[src/hw/rtl/thmon_pkg.sv]
// heater tip health monitor: shared types, command and register codes, constants
// no dependencies; imported by every module of the block
package thmon_pkg;

	localparam int unsigned STABLE_SAMPLES = 10;
	localparam int unsigned CNT_W = 4;
	localparam int unsigned TEMP_W = 16;
	localparam int unsigned CFG_DATA_W = 32;
	localparam int unsigned CFG_IDX_W = 3;
	localparam int unsigned PSUM_W = 43;
	localparam int unsigned FRAC_W = 15;

	localparam logic [CNT_W-1:0] STABLE_LIMIT = CNT_W'(STABLE_SAMPLES);
	localparam logic signed [TEMP_W-1:0] TEMP_RESET = 16'sd25;
	localparam logic signed [TEMP_W-1:0] WINDOW_RESET = -16'sd1;
	localparam logic signed [TEMP_W:0] COLD_MARGIN = 17'sd20;
	localparam logic signed [28:0] CONV_BIAS = 29'sd40;
	localparam logic signed [28:0] TEMP_MAX = 29'sd32767;
	localparam logic signed [28:0] TEMP_MIN = -29'sd32768;

	typedef enum logic [2:0] {
		FUNC_SAMPLE  = 3'd0,
		FUNC_PWR_ON  = 3'd1,
		FUNC_PWR_OFF = 3'd2,
		FUNC_ENABLE  = 3'd3,
		FUNC_DISABLE = 3'd4
	} func_t;

	typedef enum logic [1:0] {
		LINK_DISC   = 2'd0,
		LINK_CONN   = 2'd1,
		LINK_BROKEN = 2'd2
	} link_t;

	typedef enum logic [CFG_IDX_W-1:0] {
		CFG_SLOPE      = 3'd0,
		CFG_OFFSET     = 3'd1,
		CFG_NO_TIP     = 3'd2,
		CFG_MAX_STEP   = 3'd3,
		CFG_MIN_RISE   = 3'd4,
		CFG_TARGET     = 3'd5
	} cfg_idx_t;

	typedef struct packed {
		logic [2:0] func;
		logic [9:0] adc_code;
	} in_beat_t;

	typedef struct packed {
		logic [1:0]              link_state;
		logic                    heater_on;
		logic                    granted;
		logic signed [TEMP_W-1:0] temperature;
	} out_beat_t;

	typedef struct packed {
		logic signed [31:0]       slope;
		logic signed [31:0]       offset;
		logic signed [TEMP_W-1:0] no_tip_level;
		logic [14:0]              max_step;
		logic signed [TEMP_W-1:0] min_rise;
		logic signed [TEMP_W-1:0] target_temp;
	} cfg_t;

	// converted item handed from the conversion pipe to the tracker
	typedef struct packed {
		func_t                    func;
		logic signed [TEMP_W-1:0] temp;
	} conv_item_t;

endpackage

[src/hw/rtl/heater_tip_health_monitor_core.sv]
// heater tip health monitor: top level
// wires the register file, the conversion pipe and the tip tracker; needs thmon_pkg
//
// usage:
//   in channel  (in_valid / in_stall / in_data): one command beat, func and adc_code
//   out channel (out_valid / out_stall / out_data): one result beat per command,
//     tip link state, heater drive, grant flag and latest temperature
//   cfg port (cfg_en / cfg_index / cfg_data): single-cycle register writes, only
//     while no beats are in flight
// path: an accepted beat passes the input register, multiply-add stage,
//   truncate/saturate stage and result register before it shows on out_data
// throughput: one beat per cycle if out_stall is low; tip state updates as each beat
//   enters the result register, so back-to-back samples see each other's effect in order
// stall: a held result blocks only the last stage; the three stages ahead keep
//   filling, and in_stall rises once all of them hold a beat
// reset: arst_n zeroes the config registers; tip disconnected, heater off and
//   disabled, temperature 25; the first beat can be taken right after release
module heater_tip_health_monitor_core (
	input  logic                              clk,
	input  logic                              arst_n,
	input  logic                              in_valid,
	output logic                              in_stall,
	input  thmon_pkg::in_beat_t               in_data,
	output logic                              out_valid,
	input  logic                              out_stall,
	output thmon_pkg::out_beat_t              out_data,
	input  logic                              cfg_en,
	input  logic [thmon_pkg::CFG_IDX_W-1:0]   cfg_index,
	input  logic [thmon_pkg::CFG_DATA_W-1:0]  cfg_data
);
	import thmon_pkg::*;

	cfg_t       cfg;
	conv_item_t item;
	logic       item_valid;
	logic       item_ready;

	thmon_cfg u_cfg (
		.clk       (clk),
		.arst_n    (arst_n),
		.cfg_en    (cfg_en),
		.cfg_index (cfg_index),
		.cfg_data  (cfg_data),
		.cfg       (cfg)
	);

	thmon_conv u_conv (
		.clk        (clk),
		.arst_n     (arst_n),
		.cfg        (cfg),
		.in_valid   (in_valid),
		.in_stall   (in_stall),
		.in_data    (in_data),
		.item_valid (item_valid),
		.item_ready (item_ready),
		.item       (item)
	);

	thmon_track u_track (
		.clk        (clk),
		.arst_n     (arst_n),
		.cfg        (cfg),
		.item_valid (item_valid),
		.item_ready (item_ready),
		.item       (item),
		.out_valid  (out_valid),
		.out_stall  (out_stall),
		.out_data   (out_data)
	);

endmodule

[src/hw/rtl/thmon_cfg.sv]
// heater tip health monitor: configuration register file
// depends on thmon_pkg
module thmon_cfg (
	input  logic                                 clk,
	input  logic                                 arst_n,
	input  logic                                 cfg_en,
	input  logic [thmon_pkg::CFG_IDX_W-1:0]      cfg_index,
	input  logic [thmon_pkg::CFG_DATA_W-1:0]     cfg_data,
	output thmon_pkg::cfg_t                      cfg
);
	import thmon_pkg::*;

	cfg_t cfg_q;

	always_ff @(posedge clk or negedge arst_n) begin
		if (!arst_n) begin
			cfg_q <= '0;
		end else if (cfg_en) begin
			unique case (cfg_idx_t'(cfg_index))
				CFG_SLOPE:    cfg_q.slope        <= $signed(cfg_data);
				CFG_OFFSET:   cfg_q.offset       <= $signed(cfg_data);
				CFG_NO_TIP:   cfg_q.no_tip_level <= $signed(cfg_data[TEMP_W-1:0]);
				CFG_MAX_STEP: cfg_q.max_step     <= cfg_data[14:0];
				CFG_MIN_RISE: cfg_q.min_rise     <= $signed(cfg_data[TEMP_W-1:0]);
				CFG_TARGET:   cfg_q.target_temp  <= $signed(cfg_data[TEMP_W-1:0]);
				default: ;
			endcase
		end
	end

	assign cfg = cfg_q;

endmodule

[src/hw/rtl/thmon_conv.sv]
// heater tip health monitor: input register and code-to-temperature pipe
// multiply-add in the first stage, truncate/bias/saturate in the second; needs thmon_pkg
module thmon_conv (
	input  logic                  clk,
	input  logic                  arst_n,
	input  thmon_pkg::cfg_t       cfg,
	input  logic                  in_valid,
	output logic                  in_stall,
	input  thmon_pkg::in_beat_t   in_data,
	output logic                  item_valid,
	input  logic                  item_ready,
	output thmon_pkg::conv_item_t item
);
	import thmon_pkg::*;

	logic        v_s1, v_s2, v_s3;
	logic [2:0]  func_s1;
	logic [9:0]  code_s1;
	func_t       func_s2;
	logic signed [PSUM_W-1:0] psum_s2;
	conv_item_t  item_s3;

	logic free1, free2, free3;
	logic move1, move2;

	logic signed [PSUM_W-1:0] prod;
	logic signed [PSUM_W-1:0] psum;
	logic signed [27:0]       whole;
	logic                     round_up;
	logic signed [28:0]       biased;
	logic signed [TEMP_W-1:0] temp_sat;

	// a stage may load when it is empty or its beat moves on this cycle
	assign free3 = !v_s3 || item_ready;
	assign move2 = v_s2 && free3;
	assign free2 = !v_s2 || free3;
	assign move1 = v_s1 && free2;
	assign free1 = !v_s1 || free2;
	assign in_stall = !free1;

	always_comb begin
		prod = cfg.slope * $signed({1'b0, code_s1});
		psum = prod + PSUM_W'(cfg.offset);
	end

	// truncate toward zero: floor shift, then bump negatives with a nonzero fraction
	always_comb begin
		whole = psum_s2[PSUM_W-1:FRAC_W];
		round_up = psum_s2[PSUM_W-1] && (|psum_s2[FRAC_W-1:0]);
		biased = 29'(whole) + CONV_BIAS + $signed({28'd0, round_up});
		if (biased > TEMP_MAX) begin
			temp_sat = TEMP_MAX[TEMP_W-1:0];
		end else if (biased < TEMP_MIN) begin
			temp_sat = TEMP_MIN[TEMP_W-1:0];
		end else begin
			temp_sat = biased[TEMP_W-1:0];
		end
	end

	always_ff @(posedge clk or negedge arst_n) begin
		if (!arst_n) begin
			v_s1 <= 1'b0;
			v_s2 <= 1'b0;
			v_s3 <= 1'b0;
		end else begin
			if (free1) v_s1 <= in_valid;
			if (free2) v_s2 <= v_s1;
			if (free3) v_s3 <= v_s2;
		end
	end

	always_ff @(posedge clk) begin
		if (in_valid && free1) begin
			func_s1 <= in_data.func;
			code_s1 <= in_data.adc_code;
		end
		if (move1) begin
			func_s2 <= func_t'(func_s1);
			psum_s2 <= psum;
		end
		if (move2) begin
			item_s3.func <= func_s2;
			item_s3.temp <= temp_sat;
		end
	end

	assign item_valid = v_s3;
	assign item = item_s3;

endmodule

[src/hw/rtl/thmon_track.sv]
// heater tip health monitor: tip state tracking, heater gating and result register
// state is updated as a converted beat enters the result register; needs thmon_pkg
module thmon_track (
	input  logic                  clk,
	input  logic                  arst_n,
	input  thmon_pkg::cfg_t       cfg,
	input  logic                  item_valid,
	output logic                  item_ready,
	input  thmon_pkg::conv_item_t item,
	output logic                  out_valid,
	input  logic                  out_stall,
	output thmon_pkg::out_beat_t  out_data
);
	import thmon_pkg::*;

	link_t                    link_q, link_n;
	logic [CNT_W-1:0]         cnt_q, cnt_n;
	logic signed [TEMP_W-1:0] prev_q, prev_n;
	logic                     have_prev_q, have_prev_n;
	logic signed [TEMP_W-1:0] window_q, window_n;
	logic                     heated_q, heated_n;
	logic                     enabled_q, enabled_n;
	logic                     heater_q, heater_n;
	logic signed [TEMP_W-1:0] last_q, last_n;
	logic                     ok;

	logic                     out_valid_q;
	out_beat_t                out_q;
	logic                     take;

	logic signed [TEMP_W-1:0] t;
	logic signed [TEMP_W-1:0] prev_eff;
	logic signed [TEMP_W+1:0] delta;
	logic signed [TEMP_W+1:0] step_lim;
	logic signed [TEMP_W:0]   cold_level;
	logic signed [TEMP_W:0]   rise;
	logic [CNT_W:0]           cnt_inc;

	assign item_ready = !out_valid_q || !out_stall;
	assign take = item_valid && item_ready;

	always_comb begin
		t = item.temp;
		prev_eff = have_prev_q ? prev_q : t;
		delta = 18'(prev_eff) - 18'(t);
		step_lim = $signed({3'b000, cfg.max_step});
		cold_level = 17'(cfg.target_temp) - COLD_MARGIN;
		rise = 17'(t) - 17'(window_q);
		cnt_inc = {1'b0, cnt_q} + 5'd1;
	end

	always_comb begin
		link_n = link_q;
		cnt_n = cnt_q;
		prev_n = prev_q;
		have_prev_n = have_prev_q;
		window_n = window_q;
		heated_n = heated_q;
		enabled_n = enabled_q;
		heater_n = heater_q;
		last_n = last_q;
		ok = 1'b1;
		unique case (item.func)
			FUNC_SAMPLE: begin
				heater_n = 1'b0;
				last_n = t;
				have_prev_n = 1'b1;
				prev_n = t;
				heated_n = 1'b0;
				unique case (link_q)
					LINK_CONN: begin
						if (t > cfg.no_tip_level) begin
							link_n = LINK_DISC;
						end else if (delta > step_lim || delta < -step_lim) begin
							link_n = LINK_BROKEN;
						end else if (17'(t) < cold_level && heated_q) begin
							// heating check window over the next samples
							if (cnt_q == '0) begin
								window_n = t;
								cnt_n = CNT_W'(1);
							end else if (cnt_q == STABLE_LIMIT) begin
								if (rise < 17'(cfg.min_rise)) link_n = LINK_BROKEN;
								cnt_n = '0;
							end else begin
								cnt_n = cnt_inc[CNT_W-1:0];
							end
						end
					end
					LINK_DISC: begin
						if (t < cfg.no_tip_level && cnt_inc > {1'b0, STABLE_LIMIT}) begin
							cnt_n = '0;
							link_n = LINK_CONN;
						end else if (t < cfg.no_tip_level) begin
							cnt_n = cnt_inc[CNT_W-1:0];
						end else begin
							cnt_n = '0;
						end
					end
					LINK_BROKEN: begin
						if (t > cfg.no_tip_level && cnt_inc > {1'b0, STABLE_LIMIT}) begin
							cnt_n = '0;
							link_n = LINK_DISC;
						end else if (t > cfg.no_tip_level) begin
							cnt_n = cnt_inc[CNT_W-1:0];
						end else begin
							cnt_n = '0;
						end
					end
					default: ;
				endcase
			end
			FUNC_PWR_ON: begin
				if (enabled_q && link_q == LINK_CONN) begin
					heater_n = 1'b1;
					heated_n = 1'b1;
				end else begin
					ok = 1'b0;
				end
			end
			FUNC_PWR_OFF: heater_n = 1'b0;
			FUNC_ENABLE:  enabled_n = 1'b1;
			FUNC_DISABLE: begin
				enabled_n = 1'b0;
				heater_n = 1'b0;
			end
			default: ok = 1'b0;
		endcase
	end

	always_ff @(posedge clk or negedge arst_n) begin
		if (!arst_n) begin
			link_q <= LINK_DISC;
			cnt_q <= '0;
			have_prev_q <= 1'b0;
			window_q <= WINDOW_RESET;
			heated_q <= 1'b0;
			enabled_q <= 1'b0;
			heater_q <= 1'b0;
			last_q <= TEMP_RESET;
			out_valid_q <= 1'b0;
		end else begin
			if (item_ready) out_valid_q <= item_valid;
			if (take) begin
				link_q <= link_n;
				cnt_q <= cnt_n;
				have_prev_q <= have_prev_n;
				window_q <= window_n;
				heated_q <= heated_n;
				enabled_q <= enabled_n;
				heater_q <= heater_n;
				last_q <= last_n;
			end
		end
	end

	always_ff @(posedge clk) begin
		if (take) begin
			prev_q <= prev_n;
			out_q.link_state <= link_n;
			out_q.heater_on <= heater_n;
			out_q.granted <= ok;
			out_q.temperature <= last_n;
		end
	end

	assign out_valid = out_valid_q;
	assign out_data = out_q;

endmodule
[config.mk]
export PLATFORM = sky130hd
export DESIGN_NAME = heater_tip_health_monitor_core
export DESIGN_NICKNAME = d
export VERILOG_FILES = /design/src/hw/rtl/thmon_pkg.sv /design/src/hw/rtl/heater_tip_health_monitor_core.sv /design/src/hw/rtl/thmon_cfg.sv /design/src/hw/rtl/thmon_conv.sv /design/src/hw/rtl/thmon_track.sv
export SDC_FILE = /design/constraint.sdc
export NUM_CORES = 1
export LEC_CHECK = 0
export ABC_AREA = 1
export BUFFER_PORTS_ARGS = -buffer_cell sky130_fd_sc_hd__buf_2
export CAP_MARGIN = 25
export CORE_MARGIN = 2
export CORE_UTILIZATION = 45
export DETAILED_ROUTE_END_ITERATION = 7
export PLACE_DENSITY = 0.68
export RECOVER_POWER = 25
export SYNTH_ARGS = -nofsm -noshare
export SYNTH_HDL_FRONTEND = slang
export SYNTH_SLANG_ARGS = --single-unit
[constraint.sdc]
create_clock -name clk -period 5.74 [get_ports clk]
set_clock_uncertainty 0.1 [all_clocks]
set_input_delay 1.148 -clock clk [delete_from_list [all_inputs] [get_ports clk]]
set_output_delay 1.148 -clock clk [all_outputs]
set_load 0.05 [all_outputs]
# Yosys cells after proc, flatten, opt, wreduce, memory -nomap -nowiden
# Index checks and enable logic that the tools add are counted.
# op_classes
addsub,8
n_mul,1
n_lt_le_gt_ge,9
n_eq_ne,16
n_mux,30
n_bitwise,2
n_reduce_logical,41
# ops
cell,n
$mux 16,3
$add 43x32->43,1
$mul 32x11->43,1
$mux 4,9
$sub 16x16->17,2
$add 28x7->29 const B,1
$add 29x2->29,1
$gt 29x16->1 const B,1
$lt 29x16->1 const B,1
$gt 18x16->1,1
$lt 18x18->1,1
$mux 2,9
$neg 15->18,1
$lt 16x17->1,1
$lt 17x16->1,1
$sub 16x6->17 const B,1
$gt 16x16->1,1
$lt 16x16->1,1
$reduce_and 2->1,8
$reduce_or 15->1,1
$eq 3x2->1 const B,4
$pmux 4 s3,1
$eq 3x3->1 const B,3
$logic_and 1x1->1,9
24 further kinds,44
# word_totals
ff_bits,287
inputBits,53
out_inout_bits,22
elab_cells,136

# Depth between registers and ports, before layout
# Gate-level depths: netlist of run 1.
# logic_depth
ltp_word,10
depth_mapped,30
ltp_nobuf,30

# Cells and area by module
# A second synthesis of run 1 with hierarchy kept.
# unflattened
cells_unflattened,3667
hier_area_um2,29050.4
# modules_own_cells
module,instances,cells_each,area_each_um2
thmon_conv,1,2058,16328.2
thmon_track,1,1048,7751.2
thmon_cfg,1,561,4971.0

# Worst setup path before layout of run 1
# OpenSTA, ideal clock, no wires.
# synth_timing
kind,register to register
start,reg u_conv.code_s1[7]
end,reg u_conv.psum_s2[28] (data pin)
arrival_ns,4.968
required_ns,5.380
setup_slack_ns,0.412
path_stages_with_launch,23
path_buffers,1
synth_period_minus_slack_ns,5.328
path_cell_list,edfxtp_1 clkbuf_1 nand2_1 fa_1 inv_1 fa_1 fa_1 fa_1 inv_1 fa_1 inv_1 ha_1 nand2_1 nand2_1 a31oi_1 nand2_1 a31oi_1 o21ai_0 nand2_1 nand2_1 nand2_1 nand2_1 xor2_1
# synth_between
elab_chain_cells,2
# synth_rtl
item,line,source
"start, declared",thmon_conv.sv:18,logic [9:0] code_s1;
"start signal, assigned",thmon_conv.sv:75,code_s1 <= in_data.adc_code;
$mul 32x11->43,thmon_conv.sv:42,"prod = cfg.slope * $signed({1'b0, code_s1});"
$add 43x32->43,thmon_conv.sv:43,psum = prod + PSUM_W'(cfg.offset);
net u_conv.psum[28],thmon_conv.sv:27,logic signed [PSUM_W-1:0] psum;
"end signal, assigned",thmon_conv.sv:79,psum_s2 <= psum;
"end, declared",thmon_conv.sv:20,logic signed [PSUM_W-1:0] psum_s2;
# The timed path passes the listed nets, and every way through them passes these cells.
# A chain may end at the register's enable or synchronous reset.

# Worst setup path after layout of run 1
# layout_timing
start,reg u_conv.code_s1[4]
end,reg u_conv.psum_s2[28] (data pin)
# Same word-level chain as after synthesis.

==> metrics.cfg, run 1 <==
[synthesis]
syn_inst = 3412
synth_top_cells_by_area = fa_1, dfrtp_1, edfxtp_1, nand2_1, inv_1
seq_area_frac_synth_pct = 27.8
synth_area_um2 = 28000
ys_ff_latch = 287
synth_cell_types = 51
yosysTopAreaCell = fa_1
synthFlopType = dfrtp_1
synthArstFlopShare_pct = 60.3
synth_edf_count = 114
yosysTopAreaCellShare_pct = 21.9
yosys_warnings = 0
synth_nets = 3986
syn_area_per_cell_um2 = 8.21

[layout]
syn2layout_area_growth_pct = 10.2
diodes = 0
layout.nets = 4051
final_common_cell = nand2_1
fillers = 5961
final_cell_mix = nand2_1, inv_1, fa_1
drive_gt1_share_pct = 7.05

[setup_path]
start_kind = register
critPathTopFamily = adder cells
regToRegStartpoint = u_conv.code_s1[4]$_DFFE_PP_
crit_top_cell = nand2_1
arrival_ns = 5.78
worst_r2r_path_depth = 22
crit_chain = buf_12 -> nand2_1 -> fa_1 -> fa_1 -> inv_1 -> fa_1 -> fa_1 -> inv_1 -> fa_1 -> inv_1 -> ha_1 -> nand2_1 -> nand2_1 -> a31oi_1 -> nand2_1 -> a31oi_2 -> o21ai_1 -> nand2_1 -> nand2_1 -> nand2_1 -> nand2_1 -> xor2_1
cp_num_buf_inv = 4
worstSetupPathType = reg -> reg
cp.depth = 22
worstSetupEndpointType = register
slowest_stage = fa_1
rrSetupSlack_ns = 0.16
cpPeakStageDelay_ns = 0.56
required_ns = 5.94
rr_endpoint = u_conv.psum_s2[28]$_DFFE_PP_
cp_max_fo = 32

[timing]
finalHoldViolations = 0
fin_ws_ns = 0.158
fin_crit_ns = 5.58
drv_slew = 81
setup_viol = 0
slew_headroom_pct = -155
period_share_pct = 97.2
tightest_slew_ns = 3.83
clock.fmax_mhz = 179
rsz0062_at_grt = yes

[global_routing]
grt_usage_pct = 22.3
grt_max_degree = 94
grt_pass1_wl_mm = 114
grt.overflow.total = 0
grt_pass1_vias = 21863
antenna_found_initial = 2

[cts]
htree_levels = 2
cts_tree = done
clk_latency_ns = 0.58
clock_sinks = 287
ctsResizeCount = 0
cts_hold_buf = 0
path_clk_slew_ns = 0.06
cts_root_buf = clkbuf_16
cts_max_path_buffers = 3
numCtsBuffers = 36
cts_setup_buffers = 0

[worst_hold_path]
holdPathEnd = u_conv.func_s2[2]$_DFFE_PP_
hold_start = u_conv.func_s1[2]$_DFFE_PP_
hold_path_class = reg -> reg
hold_depth = 0

[place]
place_hpwl_mm = 54.6
place_congestion = 0.987
numPortBuffers = 74
place_ws_ns = 0.0638

[routing]
routed_wl_mm = 67.9
wl_per_cell_um = 15.6
vias = 21463
post-route-drc-count = 0
dr.pass1.iters = 6
detail-route-antenna-nets = 0
via_per_inst = 4.94
drt_iter0_markers = 1376

[floorplanning]
die_area_um2 = 64200
core_um2 = 61600
row_count = 91
die_w_um = 253
ioPinCount = 75
start_util_pct = 45.5
die_h_um = 253

[run_status]
status = finished, violations left
violations = max-capacitance violations, max-slew violations

[flow_run]
cap_viol_max_count = 1

[cell families after synthesis]
| group | after synthesis | synth area share [%] |
|---|---|---|
| AND/OR/NAND/NOR | 1186 | 17.2 |
| buffers and inverters | 889 | 12.0 |
| adder cells (fa/ha/maj) | 521 | 31.5 |
| AO/OA/AOI/OAI | 414 | 7.99 |
| flip-flops | 287 | 27.8 |
| XOR/XNOR | 115 | 3.60 |
[per-layer routing]
metal  GRT usage [%]  routed length, um  up-vias  part of all wire, %
li1                -                  -    10568                    -
met2            39.2              33800      448                   50
met4            7.27               2220        0                  3.3
met3            2.39               2690      118                  4.0
met5               0                  0        -                    0
met1            28.8              29200    10329                   43
[per-stage QoR]
| stage | hold WS (ns) | TNS (ns) | util [%] | area, um2 | std cells |
|---|---|---|---|---|---|
| 6_report | 0.319 | 0 | 50.1 | 30900 | 4341 |
| 3_5_place_dp | 0.307 | 0 | 48.0 | 29600 | 4274 |
| 3_3_place_gp | 0.302 | 0 | 47.9 | 29500 | 4272 |
| 5_1_grt | 0.325 | -0.262 | 50.1 | 30900 | 4341 |
| 4_1_cts | 0.322 | 0 | 49.9 | 30800 | 4339 |
| 2_1_floorplan | 0.300 | 0 | - | 28000 | 3412 |
[Yosys cell counts (4+ instances only)]
cell type and count:
dfrtp_1 154, a31oi_1 20, a21o_1 13, inv_1 783
nor2_1 142, dfstp_2 19, edfxtp_1 114, o21bai_1 11
o21ai_0 240, clkbuf_1 97, xor2_1 84, nor3_1 22
nand2_2 4, nand3_1 79, fa_1 307, nand4_1 34
ha_1 214, a21oi_1 99, a21boi_0 4, o21a_1 7
nor4_1 11, nand3b_1 4, inv_2 4, o31ai_1 5
xnor2_1 31, nand2_1 873
[cell type report]
type                            count  area (um2)  share of cell area, %
Timing Repair Buffer              127         908                   2.94
Clock buffer                       46         978                   3.17
Clock inverter                     19         200                  0.649
Sequential cell                   287        7790                   25.2
Multi-Input combinational cell   2236       17000                   55.0
Tap cell                          837        1050                   3.39
Inverter                          789        2960                   9.59
[state kept, by name, summed over array words and instances, names as in the netlist, 2 cells and up]
name,count
u_cfg.cfg,127
u_conv.code_s1,10
u_conv.func_s1,3
u_conv.func_s2,3
u_conv.item,19
u_conv.psum_s2,43
u_track.cnt_q,4
u_track.last_q,16
u_track.link_q,2
u_track.out_data,20
u_track.prev_q,16
u_track.window_q,16
[worst max-delay path by stage]
stage	start	end	slack, ns
after floorplan	u_conv.code_s1[7]$_DFFE_PP_	u_conv.psum_s2[28]$_DFFE_PP_	0.41
after global placement	u_conv.code_s1[3]$_DFFE_PP_	u_conv.psum_s2[41]$_DFFE_PP_	0.11
after detailed placement	u_cfg.cfg[102]$_DFFE_PN0P_	u_conv.psum_s2[28]$_DFFE_PP_	0.06
after CTS	u_cfg.cfg[102]$_DFFE_PN0P_	u_conv.psum_s2[28]$_DFFE_PP_	0.06
after global routing	u_conv.code_s1[4]$_DFFE_PP_	u_conv.psum_s2[28]$_DFFE_PP_	-0.07
final	u_conv.code_s1[4]$_DFFE_PP_	u_conv.psum_s2[28]$_DFFE_PP_	0.16
Power of run 1 is left out: the tool's default activity adds up to more than one toggle a clock period on the data nets, which glitch-free logic cannot reach.
==> inputs of run 2 (changes only) <==
--- a/config.mk
+++ b/config.mk
@@ -13,6 +13,7 @@
 export DETAILED_ROUTE_END_ITERATION = 7
 export PLACE_DENSITY = 0.68
 export RECOVER_POWER = 25
+export REMOVE_ABC_BUFFERS = 1
 export SYNTH_ARGS = -nofsm -noshare
 export SYNTH_HDL_FRONTEND = slang
 export SYNTH_SLANG_ARGS = --single-unit
==> run 2 against run 1 <==
Net effect: the flow still finishes with violations (max-capacitance violations, max-slew violations); setup slack improved by 0.055 ns; maximum frequency is 1.0% higher; non-clock buffer count increased by 18; sequential share of layout area decreased by 0.27 points; global-route usage rose by 0.49 points; hold slack better by 0.0021 ns; register-to-register slack gained 0.06 ns; clock-buffer cell count shrank 1; die area unchanged; critical path type unchanged; critical endpoint is now u_conv.psum_s2[31]$_DFFE_PP_.
==> metrics.cfg, run 2 (synthesis results as in run 1) <==
[cts]
clk_latency_ns = 0.57  ; about the same
path_clk_slew_ns = 0.06  ; about the same
clock_sinks = 287  ; unchanged
cts_root_buf = clkbuf_16
cts_tree = done
cts_max_path_buffers = 3  ; unchanged
numCtsBuffers = 36  ; unchanged
htree_levels = 2  ; unchanged

[layout]
fillers = 5895  ; -1.1%
final_common_cell = nand2_1
regArea_um2 = 7790  ; about the same
final_cell_mix = nand2_1, inv_1, fa_1
fin_util_pct = 50.7  ; +0.54 points
diodes = 0  ; unchanged
multiInputGateArea_um2 = 17100  ; +0.46%
finalInstanceArea_um2 = 31200  ; +1.1%
syn2layout_area_growth_pct = 11.4
layout.nets = 4069  ; +0.44%
drive_gt1_share_pct = 7.89  ; +0.84 points
largest_register_ffs = 127  ; unchanged

[timing]
tightest_slew_ns = 3.84  ; +0.0133 ns
fin_tns_setup_ns = 0  ; unchanged
fin_ws_ns = 0.214  ; +0.0553 ns
clock.fmax_mhz = 181  ; +1.0%
setup_viol = 0  ; unchanged
drv_slew = 84  ; +3.7%
period_share_pct = 96.3  ; -0.96 points
slew_headroom_pct = -156  ; -0.89 points
fin_crit_ns = 5.53  ; -0.0553 ns
finalHoldViolations = 0  ; unchanged
rsz0062_at_grt = yes

[setup_path]
rrSetupSlack_ns = 0.21  ; +0.06 ns
worst_r2r_path_depth = 23  ; +4.5%
worstSetupEndpointType = register
startpoint = u_conv.code_s1[7]$_DFFE_PP_
regToRegStartpoint = u_conv.code_s1[7]$_DFFE_PP_
start_kind = register
worstSetupPathType = reg -> reg
required_ns = 5.95  ; about the same
rr_endpoint = u_conv.psum_s2[31]$_DFFE_PP_
cp_max_fo = 15  ; -53%
arrival_ns = 5.74  ; -0.04 ns

[routing]
drt_iter0_markers = 1171  ; -15%
via_per_inst = 4.99  ; +0.99%
vias = 21771  ; +1.4%
dr.pass1.iters = 6  ; unchanged
post-route-drc-count = 0  ; unchanged
wl_per_cell_um = 16.1  ; +2.9%
routed_wl_mm = 70.2  ; +3.3%
detail-route-antenna-nets = 0  ; unchanged

[global_routing]
grt_max_degree = 91  ; -3.2%
grt_pass1_vias = 22386  ; +2.4%
grt_pass1_wl_mm = 116  ; +1.8%
grt.overflow.total = 0  ; unchanged
antenna_found_initial = 3  ; +1
grt_usage_pct = 22.8  ; +0.49 points

[place]
placed_area_um2 = 29700  ; +0.34%
place_congestion = 0.953  ; -3.4%
place_hpwl_mm = 56.4  ; +3.3%
place_ws_ns = 0.111  ; +0.0472 ns
numPortBuffers = 74  ; unchanged

[floorplanning]
die_h_um = 253  ; unchanged
core_um2 = 61600  ; unchanged
start_util_pct = 45.5  ; unchanged
row_count = 91  ; unchanged
die_w_um = 253  ; unchanged
die_area_um2 = 64200  ; unchanged
ioPinCount = 75  ; unchanged

[flow_run]
cap_viol_max_count = 1  ; unchanged

[run_status]
violations = max-capacitance violations, max-slew violations
status = finished, violations left

[worst_hold_path]
hold_path_class = reg -> reg
hold_start = u_conv.func_s2[0]$_DFFE_PP_
hold_depth = 0  ; unchanged
holdPathEnd = u_conv.item[16]$_DFFE_PP_

-- run 2: cell types whose count changed in the layout (fill, tap and decap cells not counted), moves of 3 or more --
| cell | before | now |
|---|---|---|
| buf_4 | 38 | 50 |
| ha_1 | 211 | 206 |
| ha_4 | 0 | 4 |
| buf_6 | 1 | 4 |
| clkbuf_16 | 36 | 39 |
| clkinv_1 | 5 | 2 |
| clkinv_2 | 2 | 5 |
| nand2_1 | 872 | 869 |
| nand2_2 | 5 | 8 |
-- run 2: how the worst max path moves through the flow --
stage,end,cells past startpoint
detailed placement,u_conv.psum_s2[29]$_DFFE_PP_,21
global placement,u_conv.psum_s2[36]$_DFFE_PP_,19
CTS,u_conv.psum_s2[29]$_DFFE_PP_,21
global route,u_conv.psum_s2[38]$_DFFE_PP_,21
finish,u_conv.psum_s2[31]$_DFFE_PP_,23
floorplan,u_conv.psum_s2[28]$_DFFE_PP_,21
-- run 2: per-stage QoR --
stage,cells,hold WS [ns]
after floorplan,3312,0.300
after global placement,4288,0.304
after detailed placement,4289,0.309
after CTS,4355,0.322
after global routing,4360,0.325
final,4360,0.321
-- run 2: timing repair --
item / in CTS / in global routing
buffers inserted: 0 / 2
hold buffers: 0 / 0
endpoints found under the setup margin: 0 / 18
endpoints found under the hold margin: 0 / 0
resized for setup: 0 / 55
-- run 2: final cells by class --
type / count / area share, %
inverters: 789 / 9.49
flip-flops and latches: 287 / 25.0
clock inverters: 21 / 0.838
multi-input cells: 2236 / 54.7
well taps: 837 / 3.36
repair buffers: 145 / 3.48
clock buffers: 45 / 3.20
-- run 2: worst max-delay path: stages, from the launching register on --
cell	delay, ns
edfxtp_1	0.43
buf_8	0.19
nand2_1	0.06
inv_1	0.06
fa_1	0.52
inv_1	0.05
fa_1	0.48
inv_1	0.06
fa_1	0.51
fa_1	0.54
inv_1	0.05
fa_1	0.56
inv_1	0.05
ha_2	0.32
nand2_1	0.17
o21ai_1	0.09
a21oi_1	0.22
inv_1	0.13
nand2_1	0.08
nand2_1	0.09
nand2_1	0.12
o21bai_2	0.09
a21oi_1	0.21
xnor2_1	0.10
-- run 2: metal layers --
layer	track usage (%)	wire length, um	up-vias
li1	-	-	10608
met1	28.7	29600	10507
met2	40.1	34300	511
met3	2.90	3340	143
met4	8.42	2900	2
met5	0	7	-
Power of run 2 is left out for the same reason.
==> inputs of run 3 (changes only) <==
--- a/config.mk
+++ b/config.mk
@@ -6,14 +6,16 @@
 export NUM_CORES = 1
 export LEC_CHECK = 0
 export ABC_AREA = 1
-export BUFFER_PORTS_ARGS = -buffer_cell sky130_fd_sc_hd__buf_2
 export CAP_MARGIN = 25
 export CORE_MARGIN = 2
 export CORE_UTILIZATION = 45
 export DETAILED_ROUTE_END_ITERATION = 7
-export PLACE_DENSITY = 0.68
+export DONT_BUFFER_PORTS = 1
+export GPL_ROUTABILITY_DRIVEN = 0
+export PLACE_DENSITY = 0.67
 export RECOVER_POWER = 25
 export REMOVE_ABC_BUFFERS = 1
+export SLEW_MARGIN = 30
 export SYNTH_ARGS = -nofsm -noshare
 export SYNTH_HDL_FRONTEND = slang
 export SYNTH_SLANG_ARGS = --single-unit
==> run 3 against run 2 <==
Net effect: the run now ends clean; maximum frequency is essentially flat; final cell count shrank 1.9%; final area shrank 1.8%; die area is the same; critical path depth is the same; global-route usage shrank 0.47 points; setup slack lost 0.0017 ns; critical endpoint unchanged; largest cell class unchanged.
==> metrics.cfg, run 3 (synthesis results as in run 1) <==
[run_status]
status = completed

[setup_path]
cp_max_fo = 32  ; +17
start_kind = register
arrival_ns = 5.71  ; -0.03 ns
worst_r2r_path_depth = 23  ; unchanged
required_ns = 5.92  ; -0.03 ns
regToRegStartpoint = u_conv.code_s1[7]$_DFFE_PP_
cpPeakStageDelay_ns = 0.55  ; about the same
critPathTopFamily = adder cells
rrSetupSlack_ns = 0.21  ; about the same
worstSetupEndpointType = register
slowest_stage = fa_1
crit_top_cell = inv_1
worstSetupPathType = reg -> reg
crit_chain = buf_12 -> nand2_1 -> inv_1 -> fa_1 -> inv_1 -> fa_1 -> inv_1 -> fa_1 -> fa_1 -> inv_1 -> fa_1 -> inv_1 -> ha_1 -> a21oi_1 -> o21ai_1 -> a21oi_2 -> inv_1 -> nand2_1 -> nand2_1 -> nand2_1 -> o21bai_2 -> a21oi_1 -> xnor2_1
cp_num_buf_inv = 7  ; unchanged
rr_endpoint = u_conv.psum_s2[31]$_DFFE_PP_

[timing]
period_share_pct = 96.3  ; about the same
clock.fmax_mhz = 181  ; about the same
fin_tns_setup_ns = 0  ; unchanged
slew_headroom_pct = 35.9  ; +190 points
fin_ws_ns = 0.212  ; -0.00167 ns
setup_viol = 0  ; unchanged
drv_slew = 0  ; -100%
fin_crit_ns = 5.53  ; +0.00167 ns
rsz0062_at_grt = yes
finalHoldViolations = 0  ; unchanged
tightest_slew_ns = 0.960  ; -2.88 ns

[routing]
dr.pass1.iters = 7  ; +1
routed_wl_mm = 68.6  ; -2.2%
vias = 21397  ; -1.7%
detail-route-antenna-nets = 0  ; unchanged
wl_per_cell_um = 16.0  ; -0.30%
drt_iter0_markers = 1223  ; +4.4%
via_per_inst = 5.00  ; +0.21%
post-route-drc-count = 0  ; unchanged

[place]
place_hpwl_mm = 54.7  ; -3.1%
numPortBuffers = 0  ; -100%
place_ws_ns = 0.0162  ; -0.0949 ns
placed_area_um2 = 29300  ; -1.4%

[cts]
htree_levels = 2  ; unchanged
cts_max_path_buffers = 3  ; unchanged
clock_sinks = 287  ; unchanged
cts_hold_buf = 0  ; unchanged
cts_root_buf = clkbuf_16
clk_latency_ns = 0.57  ; about the same
cts_setup_buffers = 0  ; unchanged
path_clk_slew_ns = 0.06  ; about the same
cts_tree = done
numCtsBuffers = 36  ; unchanged

[layout]
layout.nets = 3986  ; -2.0%
largest_register_ffs = 127  ; unchanged
diodes = 0  ; unchanged
finalInstanceArea_um2 = 30700  ; -1.8%
drive_gt1_share_pct = 5.47  ; -2.4 points
final_common_cell = nand2_1
final_cell_mix = nand2_1, inv_1, fa_1
syn2layout_area_growth_pct = 9.46

[global_routing]
grt_pass1_vias = 21731  ; -2.9%
antenna_found_initial = 8  ; +5
grt_usage_pct = 22.3  ; -0.47 points
grt_pass1_wl_mm = 113  ; -2.5%
grt_max_degree = 174  ; +91%
grt.overflow.total = 0  ; unchanged

[floorplanning]
row_count = 91  ; unchanged
ioPinCount = 75  ; unchanged
die_h_um = 253  ; unchanged
die_area_um2 = 64200  ; unchanged
start_util_pct = 45.5  ; unchanged
core_um2 = 61600  ; unchanged
die_w_um = 253  ; unchanged

[flow_run]
cap_viol_max_count = 0  ; -1

[worst_hold_path]
hold_path_class = in -> async

==> run 3: cell count changes in the layout (fill, tap and decap cells not counted), moves of 4 or more <==
cell and change:
clkbuf_1 -12, clkinv_1 +5, nor2_1 +4, buf_2 -67
nor2_2 -4, ha_1 +4, buf_6 -4, dfrtp_1 +4
dfrtp_2 -4
==> run 3: worst max path at each step <==
stage | startpoint | end | slack [ns] | depth (start not counted)
final | u_conv.code_s1[7]$_DFFE_PP_ | u_conv.psum_s2[31]$_DFFE_PP_ | 0.21 | 23
after detailed placement | u_conv.code_s1[4]$_DFFE_PP_ | u_conv.psum_s2[42]$_DFFE_PP_ | 0.02 | 22
after global routing | u_conv.code_s1[7]$_DFFE_PP_ | u_conv.psum_s2[33]$_DFFE_PP_ | -0.04 | 20
after CTS | u_conv.code_s1[4]$_DFFE_PP_ | u_conv.psum_s2[42]$_DFFE_PP_ | 0.09 | 22
after floorplan | u_conv.code_s1[7]$_DFFE_PP_ | u_conv.psum_s2[28]$_DFFE_PP_ | 0.22 | 21
after global placement | u_conv.code_s1[4]$_DFFE_PP_ | u_conv.psum_s2[42]$_DFFE_PP_ | 0.11 | 22
==> run 3: through the flow <==
stage	std cells	hold WS (ns)	utilization [%]
finish	4276	0.192	49.8
global route	4276	0.175	49.8
CTS	4276	0.164	49.6
detailed placement	4211	0.305	47.5
global placement	4211	0.305	47.5
floorplan	3312	0.300	-
==> run 3: routing by layer <==
layer	vias to the layer above	global-route usage [%]	wire [um]
li1	10434	-	-
met1	10292	28.3	29200
met2	539	40.0	34300
met3	132	2.76	3150
met4	0	6.53	1950
met5	-	0	0
==> run 3: timing repair <==
item,in CTS,in global routing
gates resized for setup,1,26
pin swaps,0,1
setup endpoints to repair,1,16
==> run 3: cell type report <==
class | instances | area, um2
Fill cell | 5829 | 30900
Multi-Input combinational cell | 2236 | 17000
Sequential cell | 287 | 7780
Inverter | 789 | 2960
Tap cell | 837 | 1050
Clock buffer | 42 | 985
Timing Repair Buffer | 62 | 578
Clock inverter | 23 | 307
Power of run 3 is left out for the same reason.
